**src/design/sce_pkg.sv**
```systemverilog
// ----------------------------------------------------------------------------
// sce_pkg
// Shared types, codes and constants of the solenoid click effect sequencer.
// ----------------------------------------------------------------------------
`timescale 1ns / 1ps
`default_nettype none

package sce_pkg;

    // Field widths of the item, the result and the configuration port.
    localparam int unsigned OP_W       = 2;
    localparam int unsigned BYTE_W     = 8;
    localparam int unsigned SRC_W      = 2;
    localparam int unsigned LEVEL_W    = 8;
    localparam int unsigned POS_W      = 4;
    localparam int unsigned PHASE_W    = 3;
    localparam int unsigned MODE_W     = 2;
    localparam int unsigned CFG_IDX_W  = 3;
    localparam int unsigned CFG_DATA_W = 10;
    localparam int unsigned IVL_W      = 4;
    localparam int unsigned GAP_W      = 8;
    localparam int unsigned PULSE_W    = 10;
    localparam int unsigned TIMER_W    = 8;
    localparam int unsigned SINCE_W    = 16;

    // Piston travel end point.
    localparam int unsigned POSITION_MAX = 15;
    localparam int unsigned POS_STEP     = 5;

    // Item operations.
    localparam logic [OP_W-1:0] OP_TICK    = 2'd0;
    localparam logic [OP_W-1:0] OP_BYTE    = 2'd1;
    localparam logic [OP_W-1:0] OP_TRIGGER = 2'd2;

    // Byte sources.
    localparam logic [SRC_W-1:0] SRC_ABSENT = 2'd0;
    localparam logic [SRC_W-1:0] SRC_I2C    = 2'd3;

    // Command bytes.
    localparam logic [BYTE_W-1:0] CMD_SKIP_TWO = 8'h01;
    localparam logic [BYTE_W-1:0] CMD_SKIP_ONE = 8'h02;
    localparam logic [BYTE_W-1:0] CMD_FIRE     = 8'h10;
    localparam logic [BYTE_W-1:0] CMD_FIRE_ALT = 8'h11;

    // Fire mode codes reported on the result.
    localparam logic [MODE_W-1:0] MODE_NO_FIRE = 2'd0;
    localparam logic [MODE_W-1:0] MODE_NORMAL  = 2'd1;
    localparam logic [MODE_W-1:0] MODE_FAST    = 2'd2;

    // Phase codes reported on the result.
    localparam logic [PHASE_W-1:0] PCODE_IDLE  = 3'd0;
    localparam logic [PHASE_W-1:0] PCODE_FWD   = 3'd1;
    localparam logic [PHASE_W-1:0] PCODE_BACK  = 3'd2;
    localparam logic [PHASE_W-1:0] PCODE_FAST1 = 3'd3;
    localparam logic [PHASE_W-1:0] PCODE_FAST2 = 3'd4;

    // Configuration register indexes.
    localparam logic [CFG_IDX_W-1:0] CFG_FAST_THRESHOLD = 3'd0;
    localparam logic [CFG_IDX_W-1:0] CFG_STEP_INTERVAL  = 3'd1;
    localparam logic [CFG_IDX_W-1:0] CFG_FAST_GAP       = 3'd2;
    localparam logic [CFG_IDX_W-1:0] CFG_VIB_ENABLE     = 3'd3;
    localparam logic [CFG_IDX_W-1:0] CFG_VIB_STRENGTH   = 3'd4;
    localparam logic [CFG_IDX_W-1:0] CFG_VIB_PULSE      = 3'd5;

    // Configuration reset values.
    localparam logic [7:0]         RST_FAST_THRESHOLD = 8'd30;
    localparam logic [IVL_W-1:0]   RST_STEP_INTERVAL  = 4'd3;
    localparam logic [GAP_W-1:0]   RST_FAST_GAP       = 8'd16;
    localparam logic               RST_VIB_ENABLE     = 1'b1;
    localparam logic [LEVEL_W-1:0] RST_VIB_STRENGTH   = 8'd180;
    localparam logic [PULSE_W-1:0] RST_VIB_PULSE      = 10'd45;

    typedef enum logic [4:0] {
        PH_IDLE  = 5'b00001,
        PH_FWD   = 5'b00010,
        PH_BACK  = 5'b00100,
        PH_FAST1 = 5'b01000,
        PH_FAST2 = 5'b10000
    } t_phase;

    typedef enum logic [3:0] {
        FR_HDR       = 4'b0001,
        FR_SKIP_TWO  = 4'b0010,
        FR_SKIP_LAST = 4'b0100,
        FR_SKIP_ONE  = 4'b1000
    } t_frame;

    typedef struct packed {
        logic [7:0]         fast_threshold;
        logic [IVL_W-1:0]   step_interval;
        logic [GAP_W-1:0]   fast_gap;
        logic               vib_enable;
        logic [LEVEL_W-1:0] vib_strength;
        logic [PULSE_W-1:0] vib_pulse;
    } t_cfg;

    typedef struct packed {
        logic [OP_W-1:0]   op;
        logic [BYTE_W-1:0] byte_value;
        logic [SRC_W-1:0]  source;
    } t_item;

    typedef struct packed {
        logic               click;
        logic [LEVEL_W-1:0] vib_level;
        logic [POS_W-1:0]   piston_pos;
        logic [PHASE_W-1:0] seq_phase;
        logic [SRC_W-1:0]   active_src;
        logic [MODE_W-1:0]  fired_mode;
    } t_result;

    function automatic logic [PHASE_W-1:0] phase_code(input t_phase ph);
        logic [PHASE_W-1:0] code;
        case (ph)
            PH_FWD:   code = PCODE_FWD;
            PH_BACK:  code = PCODE_BACK;
            PH_FAST1: code = PCODE_FAST1;
            PH_FAST2: code = PCODE_FAST2;
            default:  code = PCODE_IDLE;
        endcase
        return code;
    endfunction

endpackage

`default_nettype wire

```
**src/design/sce_cfg_regs.sv**
```systemverilog
// ----------------------------------------------------------------------------
// sce_cfg_regs
// Configuration register file; a write lands at the indexed register.
// ----------------------------------------------------------------------------
`timescale 1ns / 1ps
`default_nettype none

module sce_cfg_regs (
    input  wire logic                              i_clk,
    input  wire logic                              i_rst_n,
    input  wire logic                              i_cfg_valid,
    output logic                                   o_cfg_ready,
    input  wire logic [sce_pkg::CFG_IDX_W-1:0]     i_cfg_index,
    input  wire logic [sce_pkg::CFG_DATA_W-1:0]    i_cfg_data,
    output sce_pkg::t_cfg                          o_cfg
);

    sce_pkg::t_cfg r_cfg;

    assign o_cfg_ready = 1'b1;
    assign o_cfg       = r_cfg;

    always_ff @(posedge i_clk) begin
        if (!i_rst_n) begin
            r_cfg.fast_threshold <= sce_pkg::RST_FAST_THRESHOLD;
            r_cfg.step_interval  <= sce_pkg::RST_STEP_INTERVAL;
            r_cfg.fast_gap       <= sce_pkg::RST_FAST_GAP;
            r_cfg.vib_enable     <= sce_pkg::RST_VIB_ENABLE;
            r_cfg.vib_strength   <= sce_pkg::RST_VIB_STRENGTH;
            r_cfg.vib_pulse      <= sce_pkg::RST_VIB_PULSE;
        end else if (i_cfg_valid) begin
            case (i_cfg_index)
                sce_pkg::CFG_FAST_THRESHOLD: r_cfg.fast_threshold <= i_cfg_data[7:0];
                sce_pkg::CFG_STEP_INTERVAL:
                    r_cfg.step_interval <= i_cfg_data[sce_pkg::IVL_W-1:0];
                sce_pkg::CFG_FAST_GAP:       r_cfg.fast_gap <= i_cfg_data[sce_pkg::GAP_W-1:0];
                sce_pkg::CFG_VIB_ENABLE:     r_cfg.vib_enable <= i_cfg_data[0];
                sce_pkg::CFG_VIB_STRENGTH:
                    r_cfg.vib_strength <= i_cfg_data[sce_pkg::LEVEL_W-1:0];
                sce_pkg::CFG_VIB_PULSE:      r_cfg.vib_pulse <= i_cfg_data[sce_pkg::PULSE_W-1:0];
                default: ;
            endcase
        end
    end

endmodule

`default_nettype wire

```
**src/design/sce_in_stage.sv**
```systemverilog
// ----------------------------------------------------------------------------
// sce_in_stage
// Input register stage; holds one item until the engine takes it.
// ----------------------------------------------------------------------------
`timescale 1ns / 1ps
`default_nettype none

module sce_in_stage (
    input  wire logic           i_clk,
    input  wire logic           i_rst_n,
    input  wire logic           i_valid,
    output logic                o_stall,
    input  wire sce_pkg::t_item i_item,
    input  wire logic           i_take_ok,
    output logic                o_take,
    output sce_pkg::t_item      o_item
);

    logic           r_valid;
    sce_pkg::t_item r_item;
    logic           accept;

    assign o_take  = r_valid && i_take_ok;
    assign o_stall = r_valid && !i_take_ok;
    assign accept  = i_valid && !o_stall;
    assign o_item  = r_item;

    always_ff @(posedge i_clk) begin
        if (!i_rst_n) begin
            r_valid <= 1'b0;
        end else if (accept) begin
            r_valid <= 1'b1;
        end else if (o_take) begin
            r_valid <= 1'b0;
        end
    end

    always_ff @(posedge i_clk) begin
        if (accept) begin
            r_item <= i_item;
        end
    end

endmodule

`default_nettype wire

```
**src/design/sce_engine.sv**
```systemverilog
// ----------------------------------------------------------------------------
// sce_engine
// Effect state and the single-pass update for one item.
// ----------------------------------------------------------------------------
`timescale 1ns / 1ps
`default_nettype none

module sce_engine #(
    parameter int unsigned POSITION_MAX = sce_pkg::POSITION_MAX
) (
    input  wire logic           i_clk,
    input  wire logic           i_rst_n,
    input  wire logic           i_take,
    input  wire sce_pkg::t_item i_item,
    input  wire sce_pkg::t_cfg  i_cfg,
    output sce_pkg::t_result    o_result
);

    sce_pkg::t_phase                  r_phase, n_phase;
    sce_pkg::t_frame                  r_frame, n_frame;
    logic [sce_pkg::POS_W-1:0]        r_pos, n_pos;
    logic [sce_pkg::TIMER_W-1:0]      r_timer, n_timer;
    logic [sce_pkg::SINCE_W-1:0]      r_since, n_since;
    logic                             r_vib_active, n_vib_active;
    logic [sce_pkg::PULSE_W-1:0]      r_vib_rem, n_vib_rem;
    logic [sce_pkg::SRC_W-1:0]        r_last_src, n_last_src;

    always_comb begin
        logic                            click;
        logic                            fire;
        logic                            force_normal;
        logic [sce_pkg::MODE_W-1:0]      mode;
        logic [sce_pkg::POS_W:0]         pos_up;
        logic [sce_pkg::TIMER_W-1:0]     ivl;
        logic [sce_pkg::TIMER_W-1:0]     gap;

        n_phase      = r_phase;
        n_frame      = r_frame;
        n_pos        = r_pos;
        n_timer      = r_timer;
        n_since      = r_since;
        n_vib_active = r_vib_active;
        n_vib_rem    = r_vib_rem;
        n_last_src   = r_last_src;
        click        = 1'b0;
        fire         = 1'b0;
        force_normal = 1'b0;
        mode         = sce_pkg::MODE_NO_FIRE;
        ivl          = {{(sce_pkg::TIMER_W-sce_pkg::IVL_W){1'b0}}, i_cfg.step_interval};
        gap          = i_cfg.fast_gap;
        pos_up       = {1'b0, r_pos} + (sce_pkg::POS_W+1)'(sce_pkg::POS_STEP);

        case (i_item.op)
            sce_pkg::OP_TICK: begin
                if (r_since != '1) begin
                    n_since = r_since + 1'b1;
                end
                if (r_vib_active) begin
                    if (r_vib_rem != '0) begin
                        n_vib_rem = r_vib_rem - 1'b1;
                    end
                    if (n_vib_rem == '0) begin
                        n_vib_active = 1'b0;
                    end
                end
                if (r_timer != '1) begin
                    n_timer = r_timer + 1'b1;
                end
                case (r_phase)
                    sce_pkg::PH_FWD: begin
                        if (n_timer >= ivl) begin
                            n_timer = n_timer - ivl;
                            if (pos_up >= (sce_pkg::POS_W+1)'(POSITION_MAX)) begin
                                n_pos   = sce_pkg::POS_W'(POSITION_MAX);
                                click   = 1'b1;
                                n_phase = sce_pkg::PH_BACK;
                            end else begin
                                n_pos = pos_up[sce_pkg::POS_W-1:0];
                            end
                        end
                    end
                    sce_pkg::PH_BACK: begin
                        if (n_timer >= ivl) begin
                            n_timer = n_timer - ivl;
                            if (r_pos <= sce_pkg::POS_W'(sce_pkg::POS_STEP)) begin
                                n_pos   = '0;
                                n_phase = sce_pkg::PH_IDLE;
                            end else begin
                                n_pos = r_pos - sce_pkg::POS_W'(sce_pkg::POS_STEP);
                            end
                        end
                    end
                    sce_pkg::PH_FAST1: begin
                        if (n_timer >= gap) begin
                            click   = 1'b1;
                            n_phase = sce_pkg::PH_FAST2;
                            n_timer = '0;
                        end
                    end
                    sce_pkg::PH_FAST2: begin
                        if (n_timer >= gap) begin
                            n_phase = sce_pkg::PH_IDLE;
                        end
                    end
                    default: n_phase = sce_pkg::PH_IDLE;
                endcase
            end
            sce_pkg::OP_BYTE: begin
                if (i_item.source != sce_pkg::SRC_ABSENT) begin
                    n_last_src = i_item.source;
                    if (i_item.source == sce_pkg::SRC_I2C) begin
                        fire = (i_item.byte_value == sce_pkg::CMD_FIRE);
                    end else begin
                        // USB and Bluetooth bytes walk the framing parser.
                        case (r_frame)
                            sce_pkg::FR_HDR: begin
                                case (i_item.byte_value)
                                    sce_pkg::CMD_SKIP_TWO: n_frame = sce_pkg::FR_SKIP_TWO;
                                    sce_pkg::CMD_SKIP_ONE: n_frame = sce_pkg::FR_SKIP_ONE;
                                    sce_pkg::CMD_FIRE, sce_pkg::CMD_FIRE_ALT: fire = 1'b1;
                                    default: ;
                                endcase
                            end
                            sce_pkg::FR_SKIP_TWO: n_frame = sce_pkg::FR_SKIP_LAST;
                            default:              n_frame = sce_pkg::FR_HDR;
                        endcase
                    end
                end
            end
            sce_pkg::OP_TRIGGER: force_normal = 1'b1;
            default: ;
        endcase

        if (fire) begin
            // A fire inside the threshold window takes the fast double click.
            n_since = '0;
            if (r_since < {{(sce_pkg::SINCE_W-8){1'b0}}, i_cfg.fast_threshold}) begin
                click   = 1'b1;
                n_phase = sce_pkg::PH_FAST1;
                n_timer = '0;
                mode    = sce_pkg::MODE_FAST;
            end else begin
                force_normal = 1'b1;
            end
        end

        if (force_normal) begin
            click   = 1'b1;
            n_pos   = '0;
            n_phase = sce_pkg::PH_FWD;
            n_timer = '0;
            mode    = sce_pkg::MODE_NORMAL;
        end

        if (click && i_cfg.vib_enable && (i_cfg.vib_pulse != '0)) begin
            n_vib_active = 1'b1;
            n_vib_rem    = i_cfg.vib_pulse;
        end

        o_result.click      = click;
        o_result.vib_level  = n_vib_active ? i_cfg.vib_strength : '0;
        o_result.piston_pos = n_pos;
        o_result.seq_phase  = sce_pkg::phase_code(n_phase);
        o_result.active_src = n_last_src;
        o_result.fired_mode = mode;
    end

    always_ff @(posedge i_clk) begin
        if (!i_rst_n) begin
            r_phase      <= sce_pkg::PH_IDLE;
            r_frame      <= sce_pkg::FR_HDR;
            r_pos        <= '0;
            r_timer      <= '0;
            r_since      <= '1;
            r_vib_active <= 1'b0;
            r_vib_rem    <= '0;
            r_last_src   <= sce_pkg::SRC_ABSENT;
        end else if (i_take) begin
            r_phase      <= n_phase;
            r_frame      <= n_frame;
            r_pos        <= n_pos;
            r_timer      <= n_timer;
            r_since      <= n_since;
            r_vib_active <= n_vib_active;
            r_vib_rem    <= n_vib_rem;
            r_last_src   <= n_last_src;
        end
    end

endmodule

`default_nettype wire

```
**src/design/solenoid_click_effect_sequencer_core.sv**
```systemverilog
// ----------------------------------------------------------------------------
// solenoid_click_effect_sequencer_core
// Each item (a 1 ms tick, a received command byte or a local trigger) gives
// exactly one result. An item is registered on entry, updates the effect state
// in a single combinational pass and lands in the output register, so one item
// per cycle is sustained while the output is not stalled; the result is valid
// once the item leaves the input register and its result is loaded into the output register.
// The input side stalls only while its register is full and the output
// register holds a result that is itself stalled. Configuration writes are
// always ready and should be made while no item is in flight.
// ----------------------------------------------------------------------------
`timescale 1ns / 1ps
`default_nettype none

module solenoid_click_effect_sequencer_core #(
    parameter int unsigned POSITION_MAX = sce_pkg::POSITION_MAX
) (
    input  wire logic                             i_clk,
    input  wire logic                             i_rst_n,
    // Item channel.
    input  wire logic                             i_in_valid,
    output logic                                  o_in_stall,
    input  wire logic [sce_pkg::OP_W-1:0]         i_op,
    input  wire logic [sce_pkg::BYTE_W-1:0]       i_byte_value,
    input  wire logic [sce_pkg::SRC_W-1:0]        i_source,
    // Result channel.
    output logic                                  o_out_valid,
    input  wire logic                             i_out_stall,
    output logic                                  o_click,
    output logic [sce_pkg::LEVEL_W-1:0]           o_vib_level,
    output logic [sce_pkg::POS_W-1:0]             o_piston_pos,
    output logic [sce_pkg::PHASE_W-1:0]           o_seq_phase,
    output logic [sce_pkg::SRC_W-1:0]             o_active_src,
    output logic [sce_pkg::MODE_W-1:0]            o_fired_mode,
    // Configuration write channel.
    input  wire logic                             i_cfg_valid,
    output logic                                  o_cfg_ready,
    input  wire logic [sce_pkg::CFG_IDX_W-1:0]    i_cfg_index,
    input  wire logic [sce_pkg::CFG_DATA_W-1:0]   i_cfg_data
);

    sce_pkg::t_cfg    cfg;
    sce_pkg::t_item   in_item;
    sce_pkg::t_item   stage_item;
    sce_pkg::t_result result;
    logic             take;
    logic             out_load_ok;
    logic             r_out_valid;
    sce_pkg::t_result r_out;

    assign in_item.op         = i_op;
    assign in_item.byte_value = i_byte_value;
    assign in_item.source     = i_source;

    assign out_load_ok = !r_out_valid || !i_out_stall;

    sce_cfg_regs u_cfg (
        .i_clk       (i_clk),
        .i_rst_n     (i_rst_n),
        .i_cfg_valid (i_cfg_valid),
        .o_cfg_ready (o_cfg_ready),
        .i_cfg_index (i_cfg_index),
        .i_cfg_data  (i_cfg_data),
        .o_cfg       (cfg)
    );

    sce_in_stage u_in (
        .i_clk     (i_clk),
        .i_rst_n   (i_rst_n),
        .i_valid   (i_in_valid),
        .o_stall   (o_in_stall),
        .i_item    (in_item),
        .i_take_ok (out_load_ok),
        .o_take    (take),
        .o_item    (stage_item)
    );

    sce_engine #(
        .POSITION_MAX (POSITION_MAX)
    ) u_engine (
        .i_clk    (i_clk),
        .i_rst_n  (i_rst_n),
        .i_take   (take),
        .i_item   (stage_item),
        .i_cfg    (cfg),
        .o_result (result)
    );

    always_ff @(posedge i_clk) begin
        if (!i_rst_n) begin
            r_out_valid <= 1'b0;
        end else if (take) begin
            r_out_valid <= 1'b1;
        end else if (!i_out_stall) begin
            r_out_valid <= 1'b0;
        end
    end

    always_ff @(posedge i_clk) begin
        if (take) begin
            r_out <= result;
        end
    end

    assign o_out_valid  = r_out_valid;
    assign o_click      = r_out.click;
    assign o_vib_level  = r_out.vib_level;
    assign o_piston_pos = r_out.piston_pos;
    assign o_seq_phase  = r_out.seq_phase;
    assign o_active_src = r_out.active_src;
    assign o_fired_mode = r_out.fired_mode;

endmodule

`default_nettype wire
```
**config.mk**
```make
export PLATFORM = sky130hd
export DESIGN_NAME = solenoid_click_effect_sequencer_core
export DESIGN_NICKNAME = d
export VERILOG_FILES = /design/src/design/sce_pkg.sv /design/src/design/sce_cfg_regs.sv /design/src/design/sce_in_stage.sv /design/src/design/sce_engine.sv /design/src/design/solenoid_click_effect_sequencer_core.sv
export SDC_FILE = /design/constraint.sdc
export NUM_CORES = 1
export LEC_CHECK = 0
export BUFFER_PORTS_ARGS = -buffer_cell sky130_fd_sc_hd__buf_2
export CAP_MARGIN = 10
export CORE_MARGIN = 2
export CORE_UTILIZATION = 60
export CTS_CLUSTER_DIAMETER = 40
export DETAILED_ROUTE_END_ITERATION = 8
export GPL_TIMING_DRIVEN = 0
export PLACE_DENSITY = 0.77
export SLEW_MARGIN = 30
export SYNTH_ARGS = -nofsm -noshare
export SYNTH_HDL_FRONTEND = slang
export SYNTH_HIERARCHICAL = 1
export SYNTH_SLANG_ARGS = --single-unit
```
**constraint.sdc**
```tcl
create_clock -name i_clk -period 7.05 [get_ports i_clk]
set_input_delay 0.3525 -clock i_clk [delete_from_list [all_inputs] [get_ports i_clk]]
set_output_delay 0.3525 -clock i_clk [all_outputs]
set_load 0.02 [all_outputs]
```
==> impl_metrics.yaml <==
run_status:
  status: "finished, final reports clean"
floorplanning:
  die_area_mm2: 0.0125
  die_h_um: 112
  start_util_pct: 61.3
  dieWidth_um: 112
  io_pins: 53
  design.core.area_mm2: 0.0114
  rows: 39
yosys:
  synth_area_mm2: 0.00697
  synth_edf_count: 32
  netlist_instances: 776
  syn_avg_cell_area_um2: 8.98
  yosysUniqueCellTypes: 80
  ys_ff_latch: 123
  synth_warnings: 6
  synthArstFlopShare_pct: 0
  synth-seq-area-share_pct: 39.9
  syn_nets: 832
  synth_top_flop_cell: "dfxtp_1"
cts:
  post-cts-setup-buffer-count: 0
  clock-root-buffer: "clkbuf_16"
  clkTransAtPathRegs_ns: 0.06
  h-tree-depth: 4
  clockBufferDepth: 2
  post_cts_hold_buffer_count: 0
  cts_resized: 0
  clock-sinks: 123
  cts_buffers: 17
  clock_latency_ns: 0.41
  cts_tree: "built"
drt:
  avgViaCountPerCell: 6.09
  num_vias: 6107
  drtAntennaViolNets: 0
  drt-total-wl_mm: 17.6
  drc_errors: 0
  post_drt_wl_per_cell_um: 17.6
  dr.pass1.iters: 5
  drt-initial-drc-count: 559
pwr:
  leakage_nw: 3.17
  max-vdd-ir-drop_uv: 197
  powerDensity_mw_per_mm2: 227
worst_hold_path:
  hold_path_class: "in2reg"
timing:
  drv_slew: 0
  tightest_slew_ns: 0.789
  finalCritPeriodShare_pct: 62.0
  max_freq_mhz: 229
  min_period_ns: 4.37
  rsz0062_at_grt: "no"
  hold_viol: 0
  setup-violations-final: 0
  setup_tns_ns: 0
  skew_ns: 0.00776
  max_slew_margin_pct: 46.9
placed_design:
  gp_congestion: 0.947
  detailed_place_hpwl_mm: 12.9
  port_buffers: 51
  place_inst: 970
cells_and_area:
  fillers: 905
  fin_cells: 1002
  drive_gt1_share_pct: 14.4
  nets: 902
  final_cell_mix: "91 x dfxtp_1, 78 x nand2_1, 57 x buf_2, 53 x nor2_1, 51 x mux2i_1"
  regArea_mm2: 0.00278
  multi_input_area_mm2: 0.00386
  areaGrowthSynthToFinish_pct: 14.5
  antenna_cells: 0
  final_common_cell: "dfxtp_1"
worst_setup_path:
  crit_buf_inv: 2
  slowest_delay_ns: 0.45
  critPathLaunchType: "register"
  critPathLaunch: "u_engine/r_timer[0]$_SDFFE_PN0P_"
  worstSetupPathDepth: 16
  crit_path_end_kind: "register"
  rr_worst_depth: 16
  worstPathCellList: "ha_1, and3_1, buf_6, nand3_1, xnor2_1, ha_1, fa_1, nand2b_1, o2bb2ai_1, o2111ai_2, and4_1, nand2b_4, o211a_4, buf_6, a21oi_2, nor2b_1"
  crit_path_end: "o_vib_level[3]$_DFFE_PP_"
  critPathArrivalTime_ns: 4.52
  r2r_slack_ns: 2.68
  cp_max_fo: 10
  critPathTopFamily: "compound AO/OA/AOI/OAI gates"
  critPathRequiredTime_ns: 7.20
  worstReg2RegEnd: "o_vib_level[3]$_DFFE_PP_"
  cp_slowest_cell: "dfxtp_1"
  reg2reg_from: "u_engine/r_timer[0]$_SDFFE_PN0P_"
  worstSetupPathType: "reg2reg"
run:
  max_cap_violations: 0
global_route:
  antenna_found_initial: 0
  track_usage_pct: 29.0
  grt.overflow.total: 0
  grt_pass1_vias: 6006
  grt_max_degree: 27
  grt_pass1_wl_mm: 29.4
[where the power goes]
part	leakage (nW)	switching (mW)	internal [mW]
clock	0.265	0.326	0.518
sequential	1.05	0.0183	0.749
combinational	1.86	0.127	0.0765
[cell usage after synthesis, drive strengths merged (4+ instances only)]
master,n,area share [%]
xor2,16,2.0
nor2b,39,3.6
inv,39,2.1
mux2i,51,7.3
buf,13,1.3
nor3,16,1.3
o21ai,49,3.6
nor2,53,2.9
and3,16,1.4
ha,25,4.5
dfxtp,91,26
edfxtp,32,14
xnor2,12,1.5
o211ai,6,0.65
nand2,78,4.2
clkbuf,23,1.2
a31oi,8,0.72
a221oi,5,0.63
a211oi,10,1.3
nand2b,11,1.1
or2,4,0.36
o21a,8,0.86
nand3,24,1.7
nand4,13,1.3
and4,4,0.50
nor4,14,1.3
mux2,4,0.65
o221ai,4,0.50
a21oi,38,2.9
o31ai,4,0.43
and2,10,0.90
[how the worst min path moves through the flow]
stage                                            start  cells after the start  slack [ns]                      endpoint
after floorplan           u_cfg/o_cfg[10]$_SDFFE_PN0P_                      2        0.43  u_cfg/o_cfg[10]$_SDFFE_PN0P_
after global placement    u_cfg/o_cfg[11]$_SDFFE_PN0P_                      2        0.44  u_cfg/o_cfg[11]$_SDFFE_PN0P_
after detailed placement  u_cfg/o_cfg[26]$_SDFFE_PN0P_                      2        0.45  u_cfg/o_cfg[26]$_SDFFE_PN0P_
after CTS                              i_byte_value[7]                      1        0.10      u_in/o_item[9]$_DFFE_PP_
after global routing                   i_byte_value[2]                      1        0.10      u_in/o_item[4]$_DFFE_PP_
final                                  i_byte_value[7]                      1        0.12      u_in/o_item[9]$_DFFE_PP_
[worst register-to-register path, delay by kind of cell (launching register included)]
| kind | cells | cell delay (ns) |
|---|---|---|
| compound gates | 4 | 1.16 |
| simple gates | 6 | 1.15 |
| fa+ha+maj | 3 | 0.71 |
| flops | 1 | 0.45 |
| xor+xnor | 1 | 0.34 |
| buf+inv | 2 | 0.28 |
[metal layers]
layer | vias up | GRT usage [%] | part of all wire (%) | wire length, um
met1 | 2930 | 36.7 | 43 | 7610
met4 | 0 | 11.3 | 1.7 | 292
met2 | 201 | 49.2 | 50 | 8820
li1 | 2948 | - | - | -
met3 | 28 | 5.72 | 5.0 | 873
met5 | - | 0 | 0 | 0
[logic make-up (layout without fill, tap and decap cells)]
| family | Yosys count | in the layout | share of synthesized area (%) |
|---|---|---|---|
| AND/OR/NAND/NOR | 302 | 302 | 23.1 |
| adder cells (fa/ha/maj) | 27 | 27 | 4.92 |
| buffers and inverters | 76 | 159 | 4.74 |
| XOR/XNOR | 28 | 28 | 3.52 |
| other | 1 | 1 | 0.0538 |
| AO/OA/AOI/OAI | 164 | 164 | 15.7 |
| flip-flops | 123 | 123 | 39.9 |
| multiplexers | 55 | 55 | 7.97 |
[state kept, by name (all words and copies together) (netlist names), 2 cells and up]
signal               flops
u_engine/r_frame         4
u_in/o_item             12
u_engine/r_since        16
u_engine/r_phase         5
o_piston_pos             4
u_engine/r_last_src      2
u_engine/r_timer         8
o_fired_mode             2
u_engine/r_vib_rem      10
u_cfg/o_cfg             39
o_active_src             2
u_engine/r_pos           4
o_seq_phase              3
o_vib_level              8
[per-stage QoR]
step	area [um^2]	setup WS (ns)	utilization (%)	power, mW	hold slack, ns
2_1_floorplan	6970	3.45	-	0.921	0.430
3_3_place_gp	7400	2.82	65.1	0.975	0.442
3_5_place_dp	7400	2.72	65.1	0.981	0.449
4_1_cts	7980	2.70	70.2	1.82	0.101
5_1_grt	7980	2.39	70.2	1.88	0.102
6_report	7980	2.68	70.2	1.81	0.115
[final cells by class]
cell class	count	share of cell area, %
clock buffer	17	5.33
inverter	40	1.88
tap	143	2.24
sequential	123	34.9
buffer	36	2.26
timing repair buffer	51	3.20
clock inverter	15	1.88
multi-input combinational	577	48.4
Note: power is estimated with default switching activity, not from simulation.
